**src/hdl/ahsp_pkg.sv**
```systemverilog
// ----------------------------------------------------------------------------
// ahsp_pkg
// Types, constants and tables shared by the angular hue shading pipeline.
// ----------------------------------------------------------------------------
package ahsp_pkg;

	localparam int MAX_DIM         = 1024;
	localparam int COORD_FRAC_BITS = 12;

	localparam int CFG_W  = 16;
	localparam int DVS_W  = 11;
	localparam int DIV_W  = 26;
	localparam int VEC_W  = 46;
	localparam int VZ_W   = 18;
	localparam int ANG_W  = 17;
	localparam int ROT_W  = 27;
	localparam int RZ_W   = 17;
	localparam int SHD_W  = 8;
	localparam int CH_W   = 17;
	localparam int ITERS  = 14;

	localparam logic signed [ANG_W-1:0] ANG_PI     = 17'sd32768;
	localparam logic signed [ANG_W-1:0] ANG_HALF   = 17'sd16384;
	localparam logic signed [ANG_W-1:0] ANG_SIXTH  = 17'sd5461;
	localparam logic signed [ANG_W-1:0] ANG_THIRD2 = 17'sd21845;
	localparam logic [ROT_W-1:0]        COS_GAIN   = 27'd10188014;
	localparam logic [24:0]             ONE_Q24    = 25'd16777216;
	localparam logic [15:0]             RECIP3     = 16'd43691;

	typedef enum logic [2:0] {
		CFG_LEFT,
		CFG_TOP,
		CFG_RIGHT,
		CFG_BOTTOM,
		CFG_COLS,
		CFG_ROWS
	} cfg_reg_t;

	typedef struct packed {
		logic [DIV_W-1:0] nu;
		logic [DIV_W-1:0] nv;
		logic [DVS_W-1:0] ru;
		logic [DVS_W-1:0] rv;
		logic             neg_u;
		logic             neg_v;
		logic [SHD_W-1:0] shade;
	} div_t;

	typedef struct packed {
		logic signed [VEC_W-1:0] x;
		logic signed [VEC_W-1:0] y;
		logic signed [VZ_W-1:0]  z;
		logic                    spec;
		logic signed [ANG_W-1:0] sp_ang;
		logic signed [ANG_W-1:0] base;
		logic [SHD_W-1:0]        shade;
	} vec_t;

	typedef struct packed {
		logic [2:0][ROT_W-1:0] x;
		logic [2:0][ROT_W-1:0] y;
		logic [2:0][RZ_W-1:0]  z;
		logic [2:0]            zero;
		logic [SHD_W-1:0]      shade;
	} rot_t;

	function automatic logic [15:0] atan_val(input int i);
		logic [15:0] v;
		case (i)
			0:       v = 16'd8192;
			1:       v = 16'd4836;
			2:       v = 16'd2555;
			3:       v = 16'd1297;
			4:       v = 16'd651;
			5:       v = 16'd326;
			6:       v = 16'd163;
			7:       v = 16'd81;
			8:       v = 16'd41;
			9:       v = 16'd20;
			10:      v = 16'd10;
			11:      v = 16'd5;
			12:      v = 16'd3;
			13:      v = 16'd1;
			default: v = 16'd0;
		endcase
		return v;
	endfunction

endpackage

```
**src/hdl/ahsp_div_cell.sv**
```systemverilog
// ----------------------------------------------------------------------------
// ahsp_div_cell
// One restoring division step for the x and y lanes.
// ----------------------------------------------------------------------------
module ahsp_div_cell import ahsp_pkg::*; (
	input  logic             clk,
	input  logic             arst_n,
	input  logic             vld_in,
	input  div_t             d_in,
	input  logic [DVS_W-1:0] du,
	input  logic [DVS_W-1:0] dv,
	output logic             vld_out,
	output div_t             d_out
);

	logic [DVS_W:0] tu, tv;
	logic           geu, gev;
	div_t           d_n;
	div_t           res_s1;
	logic           vld_s1;

	always_comb begin
		tu      = {d_in.ru, d_in.nu[DIV_W-1]};
		tv      = {d_in.rv, d_in.nv[DIV_W-1]};
		geu     = tu >= {1'b0, du};
		gev     = tv >= {1'b0, dv};
		d_n     = d_in;
		d_n.ru  = geu ? DVS_W'(tu - {1'b0, du}) : tu[DVS_W-1:0];
		d_n.rv  = gev ? DVS_W'(tv - {1'b0, dv}) : tv[DVS_W-1:0];
		d_n.nu  = {d_in.nu[DIV_W-2:0], geu};
		d_n.nv  = {d_in.nv[DIV_W-2:0], gev};
	end

	always_ff @(posedge clk or negedge arst_n) begin
		if (!arst_n) begin
			vld_s1 <= 1'b0;
		end else begin
			vld_s1 <= vld_in;
		end
	end

	always_ff @(posedge clk) begin
		res_s1 <= d_n;
	end

	assign vld_out = vld_s1;
	assign d_out   = res_s1;

endmodule

```
**config.mk**
```make
export PLATFORM = sky130hd
export DESIGN_NAME = ahsp_div_cell
export DESIGN_NICKNAME = d
export VERILOG_FILES = /design/src/hdl/ahsp_pkg.sv /design/src/hdl/ahsp_div_cell.sv
export SDC_FILE = /design/constraint.sdc
export NUM_CORES = 1
export LEC_CHECK = 0
export BUFFER_PORTS_ARGS = -buffer_cell sky130_fd_sc_hd__buf_4
export CAP_MARGIN = 15
export CELL_PAD_IN_SITES_DETAIL_PLACEMENT = 1
export CELL_PAD_IN_SITES_GLOBAL_PLACEMENT = 1
export CORE_UTILIZATION = 28
export CTS_CLUSTER_SIZE = 30
export DETAILED_ROUTE_END_ITERATION = 10
export HOLD_SLACK_MARGIN = 0.05
export PLACE_DENSITY_LB_ADDON = 0.1
export SYNTH_ARGS = -nofsm -noshare
export SYNTH_HDL_FRONTEND = slang
export SYNTH_SLANG_ARGS = --single-unit
```
**constraint.sdc**
```tcl
create_clock -name clk -period 0.8 [get_ports clk]
set_clock_uncertainty 0.15 [all_clocks]
set_input_delay 0.16 -clock clk [delete_from_list [all_inputs] [get_ports clk]]
set_output_delay 0.16 -clock clk [all_outputs]
set_load 0.05 [all_outputs]
```
==> results.py <==
metrics = {
    "status": {
        "status": "complete, but fails checks",
        "violations": "hold timing, setup timing",
    },
    "cells_and_area": {
        "fin_cells": 801,
        "utilization": 0.685,
        "finalNetCount": 788,
        "layout_commonest_cell": "buf_4",
        "drive_gt1_frac": 0.664,
        "syn_to_final_growth_pct": 134,
        "fillers": 1091,
        "layout_common_cells": "buf_4 (180), dfxtp_2 (84), buf_8 (82), dlygate4sd3_1 (61), inv_1 (31)",
    },
    "route": {
        "ant_nets": 0,
        "drcViolationCount": 0,
        "num_vias": 4009,
        "dr.pass1.iters": 5,
        "avgRoutedWirePerCell_um": 26.1,
        "routed_wl_um": 20900,
        "first_iter_violations": 298,
        "via_per_inst": 5.00,
    },
    "sta": {
        "max_slew_margin": 0.706,
        "drv_slew": 0,
        "hold_viol": 15,
        "worst_pin_slew_ns": 0.436,
        "setup_viol": 116,
        "rsz0062_at_grt": "yes",
        "layout_min_cycle_time_ns": 1.98,
        "fmax_mhz": 504,
        "layout_setup_ws_ns": -1.18,
        "worst_hold_slack_ns": -0.101,
        "finalCritPeriodShare": 2.48,
    },
    "clock_tree": {
        "cts-htree-levels": 3,
        "cts_tree": "yes",
        "clockBufferDepth": 2,
        "cts_root_buffer": "clkbuf_16",
        "clkTransAtPathRegs_ns": 0.07,
        "hold_buffers": 62,
        "cts_inserted_buffers": 9,
        "numClockSinks": 85,
    },
    "global_routing": {
        "grt_pass1_vias": 4208,
        "grt_max_degree": 16,
        "grt_overflow": 0,
        "gr-usage-all-layers": 0.295,
        "grt_pass1_wl_um": 25600,
        "antenna_found_initial": 1,
    },
    "job": {
        "cap_viol_max_count": 0,
    },
    "logic_synthesis": {
        "seq_area_frac_synth": 0.525,
        "syn_inst": 308,
        "synth_cell_types": 47,
        "synthArstFlopShare": 0.0118,
        "syn_area_um2": 3250,
        "synth_ff_type": "dfxtp_1",
        "synth_edf_count": 0,
        "synth_warnings": 0,
        "synth_nets": 441,
        "avgSynthCellArea_um2": 10.5,
        "synth-seq-cells": 85,
    },
    "critical_path": {
        "cp-end-kind": "register",
        "worstPathArrival_ns": 2.06,
        "startpoint_type": "input pin",
        "slowest_stage": "a221oi_1",
        "crit_required_ns": 0.88,
        "crit_path_max_fanout": 3,
        "critPathMaxStageDelay_ns": 0.39,
        "crit_top_cell": "buf_4",
        "cp_cell_sequence": "buf_4 > buf_4 > ha_1 > nor2b_1 > o211ai_1 > a221oi_1 > xor2_1 > mux2_4",
        "worstSetupPathType": "in2reg",
    },
    "placed_design": {
        "gp_congestion": 0.780,
        "dp_cells": 711,
        "dp_slack_ns": -1.55,
        "dp_hpwl_um": 9540,
        "port_buffers": 193,
    },
    "floorplan": {
        "core-area_um2": 11100,
        "dieArea_um2": 12000,
        "io_pins": 194,
        "dieWidth_um": 110,
        "initial_core_util": 0.293,
        "die_h_um": 110,
        "rows": 38,
    },
    "power_and_ir_drop": {
        "powerDensity_nw_per_um2": 2120,
        "p_leak_nw": 3.56,
        "ir_drop_uv": 1310,
        "power_mw": 16.1,
    },
    "worst_hold_path": {
        "hp-class": "in2reg",
    },
}
-- final timing paths --
path | from | end | slack [ns] | cells past startpoint
max | d_in[10] | d_out[17] | -1.18 | 8
min | d_in[28] | d_out[29] | -0.10 | 2
max in group asynchronous | arst_n | vld_out | 0.34 | 2
min in group asynchronous | arst_n | vld_out | 0.07 | 2
-- repair_timing --
item                                    4_1_cts  5_1_grt
endpoints found under the setup margin      109      110
pin swaps                                    14        7
cloned                                        1        0
resized for setup                           189       37
endpoints found under the hold margin        84       22
buffers inserted                              4        6
-- registers in the layout, summed over array words and instances, names as in the netlist --
name,flops
d_out,84
vld_out,1
-- area by class of cell --
class,count,area (um2),area share
multi-input combinational,185,1700,0.224
clock buffer,10,239,0.0315
timing repair buffer,339,3380,0.446
tap,140,175,0.0231
inverter,35,164,0.0216
clock inverter,6,116,0.0153
antenna,1,2.50,0.000330
sequential,85,1810,0.239
-- cells in the mapped netlist, types with 4 or more instances --
cell	instances	area, um2
a21o_1	5	37.5
nand3_1	9	45.0
nor2b_1	4	25.0
o211ai_1	4	30.0
nor3_1	6	30.0
mux2_2	6	67.6
inv_1	34	128
xnor2_1	4	35.0
a21oi_1	19	95.1
o21a_1	5	37.5
nand2_1	8	30.0
a211oi_1	5	37.5
nor2_1	22	82.6
ha_1	22	275
dfxtp_1	84	1680
mux2_4	5	75.1
o21ai_0	15	75.1
-- power by group --
group	internal (mW)	total (mW)	switching, mW
registers	4.71	5.01	0.295
clock network	3.18	5.25	2.06
logic	2.72	5.83	3.11
total	10.6	16.1	5.47
-- worst max-delay path, delay by kind of cell --
kind	cells	cell delay (ns)
AOI/OAI and AO/OA	2	0.61
xor gates and xnor gates	1	0.13
adders and majority gates	1	0.30
buffers and inverters	2	0.23
muxes	1	0.28
and+or+nand+nor	1	0.34
-- cell families (layout without fill, tap and decap cells) --
kind of cell,count (synthesis),in the layout,synth area share
AOI/OAI and AO/OA,75,75,0.154
adders and majority gates,24,24,0.0970
buffers and inverters,38,390,0.0497
and+or+nand+nor,66,66,0.105
muxes,14,14,0.0531
xor gates and xnor gates,6,6,0.0162
other,0,1,0
DFF,85,85,0.525
-- stage by stage --
step                      setup TNS, ns  area, um2
after detailed placement         -32.26       5670
after floorplan                  -27.38       3510
after global routing             -54.55       7590
after global placement           -31.50       5670
after CTS                        -50.92       7410
final                            -52.76       7590
-- routing by layer --
metal,global-route usage,share of wire
met4,0.0952,0.041
met1,0.342,0.39
met2,0.534,0.51
met5,0,0
met3,0.0694,0.065
(Power assumes the default switching activity.)
