$ cat config.mk
export PLATFORM = sky130hd
export DESIGN_NAME = ahsp_rot_cell
export DESIGN_NICKNAME = d
export VERILOG_FILES = /design/src/hdl/ahsp_pkg.sv /design/src/hdl/ahsp_rot_cell.sv
export SDC_FILE = /design/constraint.sdc
export NUM_CORES = 1
export LEC_CHECK = 0
export BUFFER_PORTS_ARGS = -buffer_cell sky130_fd_sc_hd__buf_4
export CAP_MARGIN = 20
export CELL_PAD_IN_SITES_DETAIL_PLACEMENT = 1
export CELL_PAD_IN_SITES_GLOBAL_PLACEMENT = 2
export CORE_AREA = 3 3 236 238
export DETAILED_ROUTE_END_ITERATION = 8
export DIE_AREA = 0 0 239 241
export PLACE_DENSITY = 0.92
export SLEW_MARGIN = 20
export SYNTH_ARGS = -nofsm -noshare
export SYNTH_HDL_FRONTEND = slang
export SYNTH_SLANG_ARGS = --single-unit
$ cat constraint.sdc
create_clock -name clk -period 1 [get_ports clk]
set_clock_uncertainty 0.05 [all_clocks]
set_input_delay 0.1 -clock clk [delete_from_list [all_inputs] [get_ports clk]]
set_output_delay 0.1 -clock clk [all_outputs]
set_load 0.1 [all_outputs]
$ cat src/hdl/ahsp_pkg.sv
// ----------------------------------------------------------------------------
// ahsp_pkg
// Types, constants and tables shared by the angular hue shading pipeline.
// ----------------------------------------------------------------------------
package ahsp_pkg;

	localparam int MAX_DIM         = 1024;
	localparam int COORD_FRAC_BITS = 12;

	localparam int CFG_W  = 16;
	localparam int DVS_W  = 11;
	localparam int DIV_W  = 26;
	localparam int VEC_W  = 46;
	localparam int VZ_W   = 18;
	localparam int ANG_W  = 17;
	localparam int ROT_W  = 27;
	localparam int RZ_W   = 17;
	localparam int SHD_W  = 8;
	localparam int CH_W   = 17;
	localparam int ITERS  = 14;

	localparam logic signed [ANG_W-1:0] ANG_PI     = 17'sd32768;
	localparam logic signed [ANG_W-1:0] ANG_HALF   = 17'sd16384;
	localparam logic signed [ANG_W-1:0] ANG_SIXTH  = 17'sd5461;
	localparam logic signed [ANG_W-1:0] ANG_THIRD2 = 17'sd21845;
	localparam logic [ROT_W-1:0]        COS_GAIN   = 27'd10188014;
	localparam logic [24:0]             ONE_Q24    = 25'd16777216;
	localparam logic [15:0]             RECIP3     = 16'd43691;

	typedef enum logic [2:0] {
		CFG_LEFT,
		CFG_TOP,
		CFG_RIGHT,
		CFG_BOTTOM,
		CFG_COLS,
		CFG_ROWS
	} cfg_reg_t;

	typedef struct packed {
		logic [DIV_W-1:0] nu;
		logic [DIV_W-1:0] nv;
		logic [DVS_W-1:0] ru;
		logic [DVS_W-1:0] rv;
		logic             neg_u;
		logic             neg_v;
		logic [SHD_W-1:0] shade;
	} div_t;

	typedef struct packed {
		logic signed [VEC_W-1:0] x;
		logic signed [VEC_W-1:0] y;
		logic signed [VZ_W-1:0]  z;
		logic                    spec;
		logic signed [ANG_W-1:0] sp_ang;
		logic signed [ANG_W-1:0] base;
		logic [SHD_W-1:0]        shade;
	} vec_t;

	typedef struct packed {
		logic [2:0][ROT_W-1:0] x;
		logic [2:0][ROT_W-1:0] y;
		logic [2:0][RZ_W-1:0]  z;
		logic [2:0]            zero;
		logic [SHD_W-1:0]      shade;
	} rot_t;

	function automatic logic [15:0] atan_val(input int i);
		logic [15:0] v;
		case (i)
			0:       v = 16'd8192;
			1:       v = 16'd4836;
			2:       v = 16'd2555;
			3:       v = 16'd1297;
			4:       v = 16'd651;
			5:       v = 16'd326;
			6:       v = 16'd163;
			7:       v = 16'd81;
			8:       v = 16'd41;
			9:       v = 16'd20;
			10:      v = 16'd10;
			11:      v = 16'd5;
			12:      v = 16'd3;
			13:      v = 16'd1;
			default: v = 16'd0;
		endcase
		return v;
	endfunction

endpackage

$ cat src/hdl/ahsp_rot_cell.sv
// ----------------------------------------------------------------------------
// ahsp_rot_cell
// One CORDIC rotation micro-step for the three colour lanes.
// ----------------------------------------------------------------------------
module ahsp_rot_cell import ahsp_pkg::*; #(
	parameter int STEP = 0
) (
	input  logic clk,
	input  logic arst_n,
	input  logic vld_in,
	input  rot_t d_in,
	output logic vld_out,
	output rot_t d_out
);

	localparam logic [RZ_W-1:0] TAB = RZ_W'(atan_val(STEP));

	rot_t d_n;
	rot_t res_s1;
	logic vld_s1;

	always_comb begin
		d_n = d_in;
		for (int k = 0; k < 3; k++) begin
			if (!d_in.z[k][RZ_W-1]) begin
				d_n.x[k] = $signed(d_in.x[k]) - ($signed(d_in.y[k]) >>> STEP);
				d_n.y[k] = $signed(d_in.y[k]) + ($signed(d_in.x[k]) >>> STEP);
				d_n.z[k] = d_in.z[k] - TAB;
			end else begin
				d_n.x[k] = $signed(d_in.x[k]) + ($signed(d_in.y[k]) >>> STEP);
				d_n.y[k] = $signed(d_in.y[k]) - ($signed(d_in.x[k]) >>> STEP);
				d_n.z[k] = d_in.z[k] + TAB;
			end
		end
	end

	always_ff @(posedge clk or negedge arst_n) begin
		if (!arst_n) begin
			vld_s1 <= 1'b0;
		end else begin
			vld_s1 <= vld_in;
		end
	end

	always_ff @(posedge clk) begin
		res_s1 <= d_n;
	end

	assign vld_out = vld_s1;
	assign d_out   = res_s1;

endmodule

==> results.json, run 1 <==
{
  "yosys_warnings": 0,
  "synthFlopType": "dfxtp_1",
  "seq_area_frac_synth": 0.2516,
  "synth_simple_gate_area_frac": 0.1345,
  "cts.htree.levels": 1,
  "track_usage": 0.8831,
  "synth_top_cell_by_area": "dfxtp_1",
  "fp.dieH_um": 241,
  "endpoint_type": "register input",
  "dpl_worst_slack_ns": -2.159,
  "run_status": "stopped before the end",
  "rows": 85,
  "place_inst": 3956,
  "synth_xor_area_frac": 0.07727,
  "synth-compound-area-share": 0.2577,
  "synth_seq_cells": 222,
  "cts_sinks": 222,
  "initial_utilization": 0.3286,
  "clock_path_buffers": 3,
  "synth.avg_cell_area_um2": 7.976,
  "error_line": "[ERROR GRT-0232] Routing congestion too high. Check the congestion heatmap in the GUI.",
  "die_w_um": 239,
  "synth_cell_types": 84,
  "yosys.area_share.adder": 0.1834,
  "port_buffers": 451,
  "place_congestion": 0.9595,
  "io_pins": 452,
  "synth_fp_nets": 2696,
  "lastStage": "global routing (5_1_grt)",
  "ys_async_sr_fraction": 0.004505,
  "netlist_area_um2": 17680,
  "dpl-instance-area_um2": 28690,
  "synth_mux_area_frac": 0.01981,
  "grt_start_max_net_pins": 27,
  "synth_top_area_share": 0.2502,
  "synthCells": 2217,
  "cts_buffers": 30,
  "synth_top_family_by_area": "compound AO/OA/AOI/OAI gates",
  "crit_endpoint": "d_out[189]$_DFF_P_/D",
  "synth_enable_flop_cells": 0,
  "synth.area.top_cells": "dfxtp_1 25%, ha_1 17%, a21oi_1 6.7%",
  "root_buffer": "clkbuf_16",
  "overflow": 1935,
  "dp_hpwl_mm": 73.80
}
stage by stage:
step / hold WS [ns] / TNS [ns] / util
2_1_floorplan: -0.2456 / -124.27 / -
3_3_place_gp: -0.1752 / -202.22 / 0.5331
3_5_place_dp: -0.1739 / -214.92 / 0.5331
4_1_cts: -0.09630 / -170.87 / 0.6874
Yosys cell counts, drive strengths merged (28+ instances only):
cell / instances
xnor2: 123
nand2: 98
a21o: 62
nor2: 194
buf: 34
mux2i: 35
o21bai: 50
nand3: 28
nor2b: 29
xor2: 33
nand2b: 29
nor3: 51
o21ai: 112
dfxtp: 221
ha: 240
inv: 232
a21oi: 239
a211oi: 30
clkbuf: 75
timing repair:
item / CTS
buffers inserted: 133
pin swaps: 308
hold buffers: 101
endpoints found under the setup margin: 366
cloned: 0
hold endpoints to repair: 120
gates resized for setup: 1229
layer usage:
metal / global-route usage / GRT overflow
met3: 0.7387 / 43
met4: 1.015 / 648
met2: 1.072 / 1225
met5: 0.4259 / 0
met1: 0.8091 / 19
cell families after synthesis:
| logic type | Yosys count |
|---|---|
| AO/OA/AOI/OAI | 699 |
| AND/OR/NAND/NOR | 506 |
| buffers and inverters | 347 |
| adder cells (fa/ha/maj) | 252 |
| flip-flops | 222 |
| XOR/XNOR | 156 |
| multiplexers | 35 |
==> inputs of run 2 (changes only) <==
--- a/config.mk
+++ b/config.mk
@@ -7,12 +7,10 @@
 export LEC_CHECK = 0
 export BUFFER_PORTS_ARGS = -buffer_cell sky130_fd_sc_hd__buf_4
 export CAP_MARGIN = 20
-export CELL_PAD_IN_SITES_DETAIL_PLACEMENT = 1
-export CELL_PAD_IN_SITES_GLOBAL_PLACEMENT = 2
-export CORE_AREA = 3 3 236 238
+export CORE_AREA = 3 3 229 231
 export DETAILED_ROUTE_END_ITERATION = 8
-export DIE_AREA = 0 0 239 241
-export PLACE_DENSITY = 0.92
+export DIE_AREA = 0 0 232 234
+export PLACE_DENSITY_LB_ADDON = 0.15
 export SLEW_MARGIN = 20
 export SYNTH_ARGS = -nofsm -noshare
 export SYNTH_HDL_FRONTEND = slang
==> results.json, run 2 <==
{
  "synthCells": 2217,
  "cts_buffers": 28,
  "max_clock_freq_mhz": 458.3,
  "track_usage": 0.2970,
  "fin_setup_tns_ns": -166.21,
  "grt_pass1_vias": 23036,
  "num-nets-final": 3996,
  "ant_nets": 0,
  "synth_seq_cells": 222,
  "syn_to_final_growth_pct": 112.4,
  "num_vias": 21949,
  "overflow": 0,
  "die_w_um": 232,
  "critPathTopFamily": "compound AO/OA/AOI/OAI gates",
  "first_iter_violations": 1365,
  "synth_enable_flop_cells": 0,
  "drive_above_1_share": 0.6036,
  "period_needed_ns": 2.182,
  "grt_setup_unrepaired": "true",
  "critPathMaxFanout": 3,
  "ys_async_sr_fraction": 0.004505,
  "yosys_warnings": 0,
  "largest_register_ffs": 221,
  "maxCapViolCount": 0,
  "synth_most_common_cell": "ha_1",
  "synth_top_area_share": 0.2502,
  "port_buffers": 451,
  "dieArea_um2": 54290,
  "tightestPinTransition_ns": 0.5922,
  "routed_wl_mm": 87.24,
  "crit_chain": "buf_12, ha_4, fa_2, a221o_1, a211o_1, a21o_1, a311o_1, a221oi_2, mux2i_1, xnor2_1",
  "clk_pin_slew_worst_paths_ns": 0.07,
  "fin_crit_sh": 2.182,
  "cts_sinks": 222,
  "grt_start_max_net_pins": 40,
  "dr.pass1.iters": 5,
  "place_congestion": 0.9461,
  "synth.avg_cell_area_um2": 7.976,
  "hold_viol_final": 9,
  "required_ns": 1.46,
  "cts_tree": "yes",
  "drc": 0,
  "violations": "negative hold slack, negative setup slack",
  "ys_top_cells_by_count": "240 x ha_1, 238 x a21oi_1, 229 x inv_1, 221 x dfxtp_1, 194 x nor2_1",
  "rows": 82,
  "fin_util": 0.7470,
  "core_um2": 50270,
  "synth_cell_types": 84,
  "cts.htree.levels": 1,
  "dp_hpwl_mm": 62.33,
  "crit_type": "input port to flop",
  "pwr_density_cell_nw_per_um2": 1638,
  "end_kind": "flop",
  "grt_pass1_wl_mm": 128.5,
  "setup_viol": 370,
  "hp-class": "input port to flop",
  "vias_per_cell": 5.209,
  "synth.area.top_cells": "dfxtp_1 25%, ha_1 17%, a21oi_1 6.7%",
  "hold_slack_ns": -0.2348,
  "run_status": "finished, violations left",
  "setup_ws_ns": -1.182,
  "clock_path_buffers": 3,
  "io_pins": 452,
  "cpPeakStageDelay_ns": 0.35,
  "finalPower_uw": 61530,
  "synth_top_cell_by_area": "dfxtp_1",
  "antenna_found_initial": 4,
  "synth_fp_nets": 2696,
  "post_drt_wl_per_cell_um": 20.70,
  "fp.dieH_um": 234,
  "slew_viol_final": 0,
  "netlist_area_um2": 17680,
  "critPathBufInv": 1,
  "peakVddDrop_mv": 1.384,
  "layout_commonest_cell": "buf_4",
  "cp.arrival_ns": 2.64,
  "initial_utilization": 0.3517,
  "root_buffer": "clkbuf_16",
  "relSlewSlack": 0.6022,
  "synthFlopType": "dfxtp_1",
  "final_cell_mix": "903 x buf_4, 242 x buf_12, 195 x dfxtp_2",
  "dpl-instance-area_um2": 28910,
  "seq_area_frac_synth": 0.2516,
  "slowest_stage": "fa_2",
  "p_leak_uw": 0.01723,
  "post-route-cell-area_um2": 37550,
  "critPathLaunchType": "input port"
}
-- run 2: cell counts after synthesis --
No cell type changed its count.
-- run 2: final cells by class --
cell class	instances	area, um^2
Fill cell	3343	12720
Tap cell	672	840.8
Clock inverter	13	127.6
Inverter	238	1105
Sequential cell	222	4792
Clock buffer	39	822.0
Antenna cell	3	7.507
Multi-Input combinational cell	1648	15650
Timing Repair Buffer	1379	14210
-- run 2: kinds of logic (layout without fill, tap and decap cells) --
kind of cell | after synthesis | after routing | synth area share
simple gates | 506 | 506 | 0.1345
flops | 222 | 222 | 0.2516
fa+ha+maj | 252 | 252 | 0.1834
xor+xnor | 156 | 156 | 0.07727
other cells | 0 | 3 | 0
compound gates | 699 | 699 | 0.2577
buf+inv | 347 | 1669 | 0.07571
mux | 35 | 35 | 0.01981
-- run 2: through the flow --
stage               setup slack, ns  instances
finish                       -1.182       4214
global route                 -1.189       4213
CTS                          -1.039       4171
detailed placement           -1.829       3957
global placement             -1.754       3957
floorplan                    -1.407       2217
-- run 2: layer usage --
layer / global-route usage / vias up / part of all wire
met1: 0.3507 / 10531 / 0.39
met4: 0.1100 / 2 / 0.046
met5: 0 / - / 0.00015
li1: - / 10306 / -
met2: 0.5392 / 861 / 0.50
met3: 0.04968 / 249 / 0.060
-- run 2: worst paths after layout --
path | to | depth (start not counted) | from | slack, ns
min in group asynchronous | vld_out | 3 | arst_n | 0.29
hold / removal | d_out[59] | 2 | d_in[59] | -0.23
max in group asynchronous | vld_out | 3 | arst_n | 0.49
setup / recovery | d_out[215] | 10 | d_in[116] | -1.18
-- run 2: repair_timing --
item,in CTS,in global routing
setup endpoints to repair,364,373
cloned,0,0
hold buffers,98,5
resized for setup,1095,260
hold endpoints to repair,120,11
pin swaps,255,228
setup buffers,84,63
-- run 2: power by group --
group          internal [uW]  total, uW  switching [uW]  leakage (uW)
sequential             11000      12800            1730       0.00189
clock                   6030      10600            4590      0.000449
combinational          15700      38100           22400        0.0149
total                  32800      61500           28700        0.0172
Note: power is estimated with default switching activity, not from simulation.
